<file path="src/rtl/bal_pkg.sv">
// Shared types and constants for the bounded array list core.
package bal_pkg;

    // Default number of entries the list can hold.
    localparam int CAPACITY_DEFAULT = 16;

    // Number of cells merged by one register of the read tree.
    localparam int GROUP_SIZE = 16;

    // Operation codes carried on the op port.
    typedef enum logic [2:0] {
        OP_INSERT_AT    = 3'd0,
        OP_INSERT_REAR  = 3'd1,
        OP_DELETE_FRONT = 3'd2,
        OP_DELETE_REAR  = 3'd3,
        OP_READ         = 3'd4
    } op_t;

    // Sequencer states.
    typedef enum logic [1:0] {
        ST_IDLE,
        ST_GATHER,
        ST_MERGE
    } state_t;

    // Broadcast to every cell in the row.
    typedef struct packed {
        logic ins_en;      // a successful insert: load or shift up
        logic shift_down;  // a successful delete at the front
    } cell_ctrl_t;

endpackage

</file>
<file path="src/rtl/bounded_array_list_core.sv">
// Top level of the bounded array list: decode, fill count, cell row and read tree.
//
// Usage. An item (op, position, value) is taken at a rising edge where start is
// high and busy is low. Every item gives exactly one result on ok, fill_count and
// read_value, shown for a single cycle with done high. The receiver cannot hold
// a result off, so it must capture it in the cycle that done is high.
//
// Inserts, deletes and failed reads are decided in the accepting cycle: every
// cell of the row shifts, loads or holds at that same edge, and the result
// appears in the following cycle. Such items may be issued in every cycle, as
// busy stays low for them.
//
// A successful read gathers the addressed entry through a registered OR tree:
// the read position is registered, then each group selects among its cells into
// a group register, and the group registers are merged into the result register.
// busy stays high in between, so no new item is taken until the read completes.
//
// Reset clears the fill count and the sequencer; the entry storage is not
// cleared, since only entries below the count can ever be read.
module bounded_array_list_core
    import bal_pkg::*;
#(
    parameter int CAPACITY = CAPACITY_DEFAULT
)
(
    input  logic               clk,
    input  logic               rst_n,
    input  logic               start,
    output logic               busy,
    input  logic [2:0]         op,
    input  logic [4:0]         position,
    input  logic signed [31:0] value,
    output logic               done,
    output logic               ok,
    output logic [4:0]         fill_count,
    output logic signed [31:0] read_value
);

    // Widths of an entry index, of the count, and of the common compare width.
    localparam int IW     = $clog2(CAPACITY);
    localparam int CW     = $clog2(CAPACITY + 1);
    localparam int LW     = (CW > 5) ? CW : 5;
    localparam int NGROUP = (CAPACITY + GROUP_SIZE - 1) / GROUP_SIZE;

    state_t         state_reg, state_next;
    logic [CW-1:0]  count_reg, count_next;
    logic           done_reg, done_next;
    logic           ok_reg, ok_next;
    logic [31:0]    rdv_reg, rdv_next;
    logic [IW-1:0]  pos_reg, pos_next;
    logic [31:0]    grp_reg [NGROUP];
    logic [31:0]    grp_next [NGROUP];

    logic           accept;
    cell_ctrl_t     ctrl;
    logic [IW-1:0]  ins_pos;
    logic [LW-1:0]  cnt_ext;
    logic [LW-1:0]  pos_ext;
    logic           not_full;
    logic           not_empty;
    logic [31:0]    cell_data [CAPACITY];
    logic [31:0]    cell_sel [CAPACITY];

    assign busy    = (state_reg != ST_IDLE);
    assign accept  = start && !busy;
    assign cnt_ext = LW'(count_reg);
    assign pos_ext = LW'(position);
    assign not_full  = (count_reg < CW'(CAPACITY));
    assign not_empty = (count_reg != '0);

    // Decode of the item and the sequencer for the read tree.
    always_comb
    begin
        state_next  = state_reg;
        count_next  = count_reg;
        done_next   = 1'b0;
        ok_next     = ok_reg;
        rdv_next    = rdv_reg;
        pos_next    = pos_reg;
        ctrl        = '0;
        ins_pos     = count_reg[IW-1:0];
        unique case (state_reg)
            ST_IDLE:
            begin
                if (accept)
                begin
                    done_next = 1'b1;
                    ok_next   = 1'b0;
                    rdv_next  = 32'd0;
                    unique case (op_t'(op))
                        OP_INSERT_AT:
                        begin
                            ins_pos = pos_ext[IW-1:0];
                            if (not_full && (pos_ext <= cnt_ext))
                            begin
                                ctrl.ins_en = 1'b1;
                                count_next  = count_reg + CW'(1);
                                ok_next     = 1'b1;
                            end
                        end
                        OP_INSERT_REAR:
                        begin
                            if (not_full)
                            begin
                                ctrl.ins_en = 1'b1;
                                count_next  = count_reg + CW'(1);
                                ok_next     = 1'b1;
                            end
                        end
                        OP_DELETE_FRONT:
                        begin
                            if (not_empty)
                            begin
                                ctrl.shift_down = 1'b1;
                                count_next      = count_reg - CW'(1);
                                ok_next         = 1'b1;
                            end
                        end
                        OP_DELETE_REAR:
                        begin
                            if (not_empty)
                            begin
                                count_next = count_reg - CW'(1);
                                ok_next    = 1'b1;
                            end
                        end
                        OP_READ:
                        begin
                            // A read that hits waits for the tree; a miss
                            // answers at once with a zero word.
                            if (pos_ext < cnt_ext)
                            begin
                                done_next  = 1'b0;
                                pos_next   = pos_ext[IW-1:0];
                                state_next = ST_GATHER;
                            end
                        end
                        default:
                        begin
                            // Unused codes change nothing and fail.
                        end
                    endcase
                end
            end
            ST_GATHER:
            begin
                state_next = ST_MERGE;
            end
            ST_MERGE:
            begin
                rdv_next = 32'd0;
                for (int g = 0; g < NGROUP; g++)
                begin
                    rdv_next = rdv_next | grp_reg[g];
                end
                ok_next    = 1'b1;
                done_next  = 1'b1;
                state_next = ST_IDLE;
            end
            default:
            begin
                state_next = ST_IDLE;
            end
        endcase
    end

    // First level of the read tree: each group ORs its selected cells.
    always_comb
    begin
        for (int g = 0; g < NGROUP; g++)
        begin
            grp_next[g] = 32'd0;
            for (int k = 0; k < GROUP_SIZE; k++)
            begin
                if (g * GROUP_SIZE + k < CAPACITY)
                begin
                    grp_next[g] = grp_next[g] | cell_sel[g * GROUP_SIZE + k];
                end
            end
        end
    end

    // The row of cells; each sees its neighbours below and above.
    for (genvar i = 0; i < CAPACITY; i++)
    begin : g_cell
        logic [31:0] lower;
        logic [31:0] upper;

        if (i == 0)
        begin : g_first
            assign lower = 32'd0;
        end
        else
        begin : g_mid_lo
            assign lower = cell_data[i-1];
        end

        if (i == CAPACITY - 1)
        begin : g_last
            assign upper = cell_data[i];
        end
        else
        begin : g_mid_hi
            assign upper = cell_data[i+1];
        end

        bal_cell #(
            .INDEX (i),
            .IW    (IW)
        ) u_cell (
            .clk        (clk),
            .ctrl       (ctrl),
            .ins_pos    (ins_pos),
            .rd_pos     (pos_reg),
            .value      (value),
            .lower_data (lower),
            .upper_data (upper),
            .data       (cell_data[i]),
            .sel_data   (cell_sel[i])
        );
    end

    // Control registers.
    always_ff @(posedge clk or negedge rst_n)
    begin
        if (!rst_n)
        begin
            state_reg <= ST_IDLE;
            count_reg <= '0;
            done_reg  <= 1'b0;
        end
        else
        begin
            state_reg <= state_next;
            count_reg <= count_next;
            done_reg  <= done_next;
        end
    end

    // Payload registers.
    always_ff @(posedge clk)
    begin
        ok_reg  <= ok_next;
        rdv_reg <= rdv_next;
        pos_reg <= pos_next;
        for (int g = 0; g < NGROUP; g++)
        begin
            grp_reg[g] <= grp_next[g];
        end
    end

    assign done       = done_reg;
    assign ok         = ok_reg;
    assign fill_count = cnt_ext[4:0];
    assign read_value = rdv_reg;

    // The count only moves when an item is taken.
    a_count_stable: assert property (@(posedge clk) disable iff (!rst_n)
        !accept |=> $stable(count_reg))
        else $error("fill count moved without an item");

    // The count never exceeds the capacity.
    a_count_bound: assert property (@(posedge clk) disable iff (!rst_n)
        count_reg <= CW'(CAPACITY))
        else $error("fill count above capacity");

    // A gathered read always completes successfully once the merge state has passed.
    a_read_done: assert property (@(posedge clk) disable iff (!rst_n)
        (state_reg == ST_GATHER) |=> ##1 (done && ok && !busy))
        else $error("read did not complete in time");

    // A failed result never carries a word.
    a_fail_zero: assert property (@(posedge clk) disable iff (!rst_n)
        (done && !ok) |-> (read_value == 32'sd0))
        else $error("failed item returned a word");

    // A result strobe follows only an accepted item or the end of a read.
    a_done_cause: assert property (@(posedge clk) disable iff (!rst_n)
        done |-> ($past(accept) || $past(state_reg == ST_MERGE)))
        else $error("result without a cause");

endmodule

</file>
<file path="src/rtl/bal_cell.sv">
// One storage cell of the list row, holding a single entry.
module bal_cell
    import bal_pkg::*;
#(
    parameter int INDEX = 0,
    parameter int IW    = 4
)
(
    input  logic              clk,
    input  cell_ctrl_t        ctrl,
    input  logic [IW-1:0]     ins_pos,
    input  logic [IW-1:0]     rd_pos,
    input  logic [31:0]       value,
    input  logic [31:0]       lower_data,
    input  logic [31:0]       upper_data,
    output logic [31:0]       data,
    output logic [31:0]       sel_data
);

    localparam logic [IW-1:0] MY_INDEX = IW'(INDEX);

    logic [31:0] entry_reg;
    logic [31:0] entry_next;

    // Each cell decides for itself whether to load, take a neighbour or hold.
    always_comb
    begin
        entry_next = entry_reg;
        if (ctrl.ins_en)
        begin
            if (MY_INDEX == ins_pos)
            begin
                entry_next = value;
            end
            else if (MY_INDEX > ins_pos)
            begin
                entry_next = lower_data;
            end
        end
        else if (ctrl.shift_down)
        begin
            entry_next = upper_data;
        end
    end

    always_ff @(posedge clk)
    begin
        entry_reg <= entry_next;
    end

    assign data     = entry_reg;
    assign sel_data = (MY_INDEX == rd_pos) ? entry_reg : 32'd0;

endmodule
</file>
<file path="config.mk">
export PLATFORM = sky130hd
export DESIGN_NAME = bounded_array_list_core
export DESIGN_NICKNAME = d
export VERILOG_FILES = /design/src/rtl/bal_pkg.sv /design/src/rtl/bounded_array_list_core.sv /design/src/rtl/bal_cell.sv
export SDC_FILE = /design/constraint.sdc
export NUM_CORES = 1
export LEC_CHECK = 0
export BUFFER_PORTS_ARGS = -buffer_cell sky130_fd_sc_hd__buf_2
export CAP_MARGIN = 25
export CELL_PAD_IN_SITES_DETAIL_PLACEMENT = 0
export CELL_PAD_IN_SITES_GLOBAL_PLACEMENT = 2
export CORE_ASPECT_RATIO = 0.9
export CORE_MARGIN = 2
export CORE_UTILIZATION = 30
export DETAILED_ROUTE_END_ITERATION = 7
export PLACE_DENSITY_LB_ADDON = 0.1
export REMOVE_ABC_BUFFERS = 1
export SLEW_MARGIN = 10
export SYNTH_ARGS = -nofsm -noshare
export SYNTH_HDL_FRONTEND = slang
export SYNTH_SLANG_ARGS = --single-unit
</file>
<file path="constraint.sdc">
create_clock -name clk -period 4.4 [get_ports clk]
set_input_delay 0.44 -clock clk [delete_from_list [all_inputs] [get_ports clk]]
set_output_delay 0.44 -clock clk [all_outputs]
set_load 0.005 [all_outputs]
</file>
-- Word level (Yosys, flattened, before mapping)
Memory sizes are Yosys's and may differ from the RTL's.
Index checks and enable logic that the tools add are counted.
- input port bits: 43
- bits in writable memories: 32
- bits in latches: 0
- memories kept: 1
- output and inout port bits: 40
- memory bits (read-only): 0
- bits in registers: 557
- div/mod/pow operators: 0
- add/subtract/negate cells: 2
- $lt $le $gt $ge: 19
- reductions and logical operators: 34
- bitwise logic cells: 15
- equality and inequality tests: 57
- mux-type cells: 105
- multiply operators: 0
- shifts and indexed selects: 0
- memory list (name ; words ; bits a word ; read ports ; clocked after memory_dff ; write ports ; RTL line ; text):
    grp_reg ; 1 ; 32 ; 1 ; 0 ; 1 ; bounded_array_list_core.sv:51 ; logic [31:0] grp_reg [NGROUP];
- operators with widths (kind ; number):
    32-bit two-way mux ; 79
    32-bit bitwise OR ; 15
    4-bit equality test, first input constant ; 16
    32-bit case mux with 2 select lines ; 1
    3-bit by 1-bit != test with 1-bit output, second input constant ; 15
    2-bit AND reduction ; 17
    3-bit by 4-bit equality test with 1-bit output, first input constant ; 8
    4-bit greater-than comparator, first input constant ; 8
    2-bit by 4-bit equality test with 1-bit output, first input constant ; 4
    3-bit by 4-bit greater-than comparator with 1-bit output, first input constant ; 4
    5-bit two-way mux ; 3
    5-bit case mux with 3 select lines ; 1
    4-bit two-way mux ; 3
    2-bit two-way mux ; 5
    1-bit by 4-bit equality test with 1-bit output, first input constant ; 2
    1-bit by 4-bit greater-than comparator with 1-bit output, first input constant ; 2
    2-bit by 4-bit greater-than comparator with 1-bit output, first input constant ; 2
    4-bit logical NOT ; 2
    1-bit two-way mux ; 8
    2-bit != test, second input constant ; 4
    2-bit nonzero test ; 4
    3-bit by 2-bit equality test with 1-bit output, second input constant ; 2
    1-bit case mux with 2 select lines ; 3
    6-bit AND reduction ; 1
    21 further kinds ; 23

-- Depth between registers and ports, before layout
- word-level depth: 17
- gate-level depth with buffers: 11
- gate-level depth less buffers: 8

-- Modules after synthesis
Synthesis repeated with hierarchy kept, for this count alone.
- cell total of the unflattened synthesis: 3185
- area total of the unflattened synthesis: 34091.4 um^2
- by module, submodules not included (module ; cells an instance ; area an instance (um^2) ; sequential area each (um^2) ; instances):
    bal_cell at g_cell[5].u_cell ... ; 178 ; 1911.8 ; 960.9 ; 2
    bal_cell at g_cell[2].u_cell ... ; 177 ; 1895.6 ; 960.9 ; 2
    bounded_array_list_core ; 341 ; 3701.0 ; 1951.9 ; 1
    bal_cell at g_cell[4].u_cell ; 180 ; 1925.6 ; 960.9 ; 1
    bal_cell at g_cell[8].u_cell ; 178 ; 1921.8 ; 960.9 ; 1
    bal_cell at g_cell[10].u_cell ; 179 ; 1914.3 ; 960.9 ; 1
    bal_cell at g_cell[6].u_cell ; 178 ; 1913.1 ; 960.9 ; 1
    bal_cell at g_cell[12].u_cell ; 179 ; 1909.3 ; 960.9 ; 1
    bal_cell at g_cell[3].u_cell ; 179 ; 1906.8 ; 960.9 ; 1
    bal_cell at g_cell[1].u_cell ; 177 ; 1893.1 ; 960.9 ; 1
    bal_cell at g_cell[14].u_cell ; 178 ; 1885.6 ; 960.9 ; 1
    bal_cell at g_cell[13].u_cell ; 177 ; 1881.8 ; 960.9 ; 1
    bal_cell at g_cell[11].u_cell ; 177 ; 1879.3 ; 960.9 ; 1
    bal_cell at g_cell[15].u_cell ; 176 ; 1873.0 ; 960.9 ; 1
    bal_cell at g_cell[0].u_cell ; 176 ; 1871.8 ; 960.9 ; 1

-- Least setup slack after synthesis
OpenSTA, ideal clock, no wires.
- path kind: register to register
- start: reg count_reg[1] (netlist: fill_count[1])
- end: reg g_cell[8].u_cell.entry_reg[0] (enable)
- clock period less this slack: 4.365 ns
- library setup time: 0.432 ns
- setup slack: 0.035 ns
- cell stages (with the launch flop): 12
- data arrival time: 3.933 ns
- required time: 3.968 ns
- cells stage by stage: dfrtp_1 -> buf_2 -> inv_1 -> ha_1 -> nor2b_1 -> o21ai_0 -> a211oi_2 -> or2_1 -> buf_4 -> buf_6 -> buf_2 -> a21oi_1
- word-level cells in the longest chain between the ends: 8
- elaborated cells on any way between the ends: 19
- ends and longest elaborated chain (what ; RTL line ; text):
    start: declaration ; bounded_array_list_core.sv:46 ; logic [CW-1:0] count_reg, count_next;
    start signal: assignment ; bounded_array_list_core.sv:235 ; count_reg <= count_next;
    5-bit < comparator or 5-bit less-or-equal comparator (tied branches) ; bounded_array_list_core.sv:68, bounded_array_list_core.sv:94 ;
    1-bit logical AND ; bounded_array_list_core.sv:94 ; if (not_full && (pos_ext <= cnt_ext))
    1-bit two-way mux ; bounded_array_list_core.sv:94 ;
    1-bit case mux with 2 select lines ; bounded_array_list_core.sv:90 ; unique case (op_t'(op))
    2-bit two-way mux ; bounded_array_list_core.sv:85 ; if (accept)
    2-bit two-way mux ; bounded_array_list_core.sv:82 ; unique case (state_reg)
    3-bit by 1-bit != test with 1-bit output (no source line) or 2-bit nonzero test (tied branches) ; n/a ;
    2-bit AND reduction (no source line) * ; n/a ;
    end signal: assignment ; bal_cell.sv:48 ; entry_reg <= entry_next;
    end: declaration ; bal_cell.sv:22 ; logic [31:0] entry_reg;
Every way passes the cells marked *; elsewhere a longest branch is shown, timed or not.
A chain may end at the register's enable or synchronous reset.

-- Worst setup path after layout
- start: reg count_reg[4] (netlist: fill_count[4])
- end: reg g_cell[14].u_cell.entry_reg[17] (data pin)
- word-level cells in the longest chain between the ends: 7
- elaborated cells on any way between the ends: 9
- ends and longest elaborated chain (what ; RTL line ; text):
    5-bit < comparator or 5-bit less-or-equal comparator (tied branches) ; bounded_array_list_core.sv:68, bounded_array_list_core.sv:94 ;
    1-bit logical AND ; bounded_array_list_core.sv:94 ;
    1-bit two-way mux ; bounded_array_list_core.sv:94 ;
    1-bit case mux with 2 select lines * ; bounded_array_list_core.sv:90 ;
    2-bit two-way mux * ; bounded_array_list_core.sv:85 ;
    2-bit two-way mux * ; bounded_array_list_core.sv:82 ;
    32-bit two-way mux * ; bal_cell.sv:29 ; if (ctrl.ins_en)
    named net g_cell[14].u_cell.entry_next[17] ; bal_cell.sv:23 ; logic [31:0] entry_next;
    end signal: assignment ; bal_cell.sv:48 ;
    end: declaration ; bal_cell.sv:22 ;
Mark *: on every way through the listed nets, which the timed path passes. The rest lies on a longest branch.

==> flow_summary_export.csv <==
group,metric,value,unit
timing,min_period,3.95,ns
final_layout,drive_above_1_share,0.146,
logic_synthesis,syn_area_per_cell,11.0,sq um
clocking,insertion_delay,0.68,ns
global_routing,grt_pass1_vias,27496,
final_layout,stdcell_area,39000,sq um
timing,drv_slew,119,
worst_setup_path,path_buf_inv,4,
logic_synthesis,synth_ff_type,"edfxtp_1",
die,die_area,117000,sq um
worst_setup_path,crit_chain,"inv_1 > ha_1 > and3_1 > o21ai_0 > a211oi_4 > buf_4 > buf_4 > buf_4 > o21ai_0 > o21ai_1",
timing,hold_slack,0.0663,ns
worst_setup_path,path_class,"reg -> reg",
route,via_count,28483,
global_routing,overflow,0,
clocking,cts_buffer_depth,3,
placed_design,dp.cells,4494,
logic_synthesis,yosysSeqAreaShare,0.506,
placed_design,dpl_cell_area,36600,sq um
final_layout,mostFrequentLayoutCell,"edfxtp_1",
worst_setup_path,cp_slowest_cell,"buf_4",
worst_setup_path,crit_required,4.88,ns
logic_synthesis,synthCells,3125,
worst_setup_path,cp-end-kind,"flop",
final_layout,regArea,17300,sq um
placed_design,place.gp.congestion,0.816,
route,dr.pass1.iters,6,
die,num_io_pins,83,
power,peakVddDrop,569,uV
route,drc_errors,0,
die,initial_core_util,0.303,
timing,clock.fmax,253,MHz
clocking,cts_setup_buffers,0,
logic_synthesis,ys_ff_latch,589,
logic_synthesis,async_flop_share,0.0136,
clocking,clock-sinks,589,
worst_setup_path,crit_family,"buffers and inverters",
worst_setup_path,critPathArrivalTime,4.43,ns
timing,setup_tns,0,ns
global_routing,grt_pass1_wl,225000,um
route,ant_nets,0,
power,power_density,475,nW/um^2
route,wl_per_cell,34.7,um
global_routing,antenna_found_initial,10,
final_layout,area_delta_synth_final,13.9,%
placed_design,post-dp-hpwl,94200,um
logic_synthesis,synth_edf_count,549,
worst_setup_path,cpMostUsedCell,"buf_4",
worst_setup_path,crit_fanout,84,
worst_setup_path,slowest_delay,0.73,ns
die,rows,117,
worst_setup_path,r2r_slack,0.45,ns
placed_design,io_buffers,82,
global_routing,grt.total_usage,0.267,
min_path,hold_class,"in -> reg",
worst_setup_path,cp-start-kind,"flop",
final_layout,multi_input_area,15500,sq um
die,die_height,325,um
clocking,postCtsHoldBufs,1,
job,cap_violations,0,
timing,finalSetupViolations,0,
clocking,cts.clk_slew.worst_paths,0.06,ns
route,routed_wirelength,161000,um
timing,hold_viol_final,0,
clocking,cts_tree,"built",
die,coreArea,113000,sq um
final_layout,finalNonFillerCells,4637,
timing,rsz0062_at_grt,"no",
logic_synthesis,syn-cell-area,34300,sq um
clocking,htree_num_levels,3,
final_layout,largest_reg_flops,512,
timing,worst_slew_pin_slew,1.70,ns
timing,maxSlewHeadroom,-0.130,
outcome,status,"complete, but fails checks",
logic_synthesis,synth_cell_types,79,
final_layout,fin_nets,3141,
clocking,numCtsBuffers,75,
route,drt_iter0_markers,3295,
final_layout,mostFrequentLayoutCells,"549 x edfxtp_1, 537 x o21ai_0, 495 x mux2i_1, 458 x o21ai_1, 102 x buf_4",
power,static-leakage-power,13.1,nW
timing,fin_skew,0.0323,ns
die,die_w,360,um
final_layout,fill_cells,11335,
clocking,clockRootBuffer,"clkbuf_16",
route,via_per_inst,6.14,
clocking,post_cts_resized,0,
global_routing,grt_max_degree,240,
timing,finalCritPeriodShare,0.898,
outcome,failed_checks,"slew limit",
logic_synthesis,synth.yosys.warnings,0,
## cell families after synthesis
kind of cell / count (synthesis) / share of synthesized area
AOI/OAI and AO/OA: 1322 / 0.224
DFF: 589 / 0.506
muxes: 562 / 0.172
buffers and inverters: 348 / 0.0505
and+or+nand+nor: 292 / 0.0428
adders and majority gates: 9 / 0.00351
xor gates and xnor gates: 3 / 0.000767
## final timing paths
| check | from | to | depth (start not counted) |
|---|---|---|---|
| hold reg to reg | grp_reg[0][15] | read_value[15] | 1 |
| hold / removal | position[0] | pos_reg[0] | 1 |
| min in group asynchronous | rst_n | state_reg[1] | 2 |
| max in group asynchronous | rst_n | fill_count[2] | 2 |
| setup reg to reg | fill_count[4] | g_cell[14].u_cell.data[17] | 10 |
| setup / recovery | fill_count[4] | g_cell[14].u_cell.data[17] | 10 |
## per-layer routing
layer | track usage | wire length, um | vias to the layer above
met4 | 0.0698 | 4540 | 4
met1 | 0.385 | 72900 | 14755
met2 | 0.413 | 71900 | 1430
met3 | 0.0441 | 11400 | 254
met5 | 0 | 23 | -
li1 | - | - | 12040
## report_power, final
part	internal [mW]	total, mW	switching [mW]
logic	1.64	5.29	3.66
registers	6.76	7.06	0.305
clock network	3.51	6.20	2.68
total	11.9	18.6	6.65
## worst register-to-register path: cells and delay by family, from the launching register on
family	cells	cell delay, ns
AO/OA/AOI/OAI	4	1.02
adder cells (fa/ha/maj)	1	0.30
buffers and inverters	4	1.87
flip-flops	1	0.42
AND/OR/NAND/NOR	1	0.16
## synth_stat cells, drive strengths merged (30+ instances only)
| master | number | area share |
|---|---|---|
| a22oi | 72 | 0.016 |
| dfxtp | 32 | 0.019 |
| nand2 | 92 | 0.010 |
| clkbuf | 190 | 0.021 |
| and2 | 42 | 0.0077 |
| a22o | 30 | 0.0077 |
| buf | 145 | 0.028 |
| edfxtp | 549 | 0.48 |
| o21ai | 1004 | 0.15 |
| nor2 | 55 | 0.0060 |
| mux2 | 59 | 0.023 |
| mux2i | 495 | 0.14 |
| a21oi | 39 | 0.0058 |
| a221oi | 31 | 0.0079 |
## stage by stage
stage | worst slack, ns | utilization | power (mW)
global route | 0.214 | 0.345 | 19.2
global placement | 0.451 | 0.323 | 12.3
CTS | 0.562 | 0.344 | 18.6
detailed placement | 0.440 | 0.323 | 12.4
finish | 0.449 | 0.345 | 18.6
floorplan | -20.52 | - | 9.99
## cell type report
| class | instances | area share |
|---|---|---|
| Antenna cell | 1 | 0.0000641 |
| Clock buffer | 106 | 0.0539 |
| Clock inverter | 31 | 0.00654 |
| Inverter | 13 | 0.00125 |
| Multi-Input combinational cell | 2188 | 0.397 |
| Sequential cell | 589 | 0.444 |
| Tap cell | 1487 | 0.0477 |
| Timing Repair Buffer | 222 | 0.0496 |
Note: power is estimated with default switching activity, not from simulation.
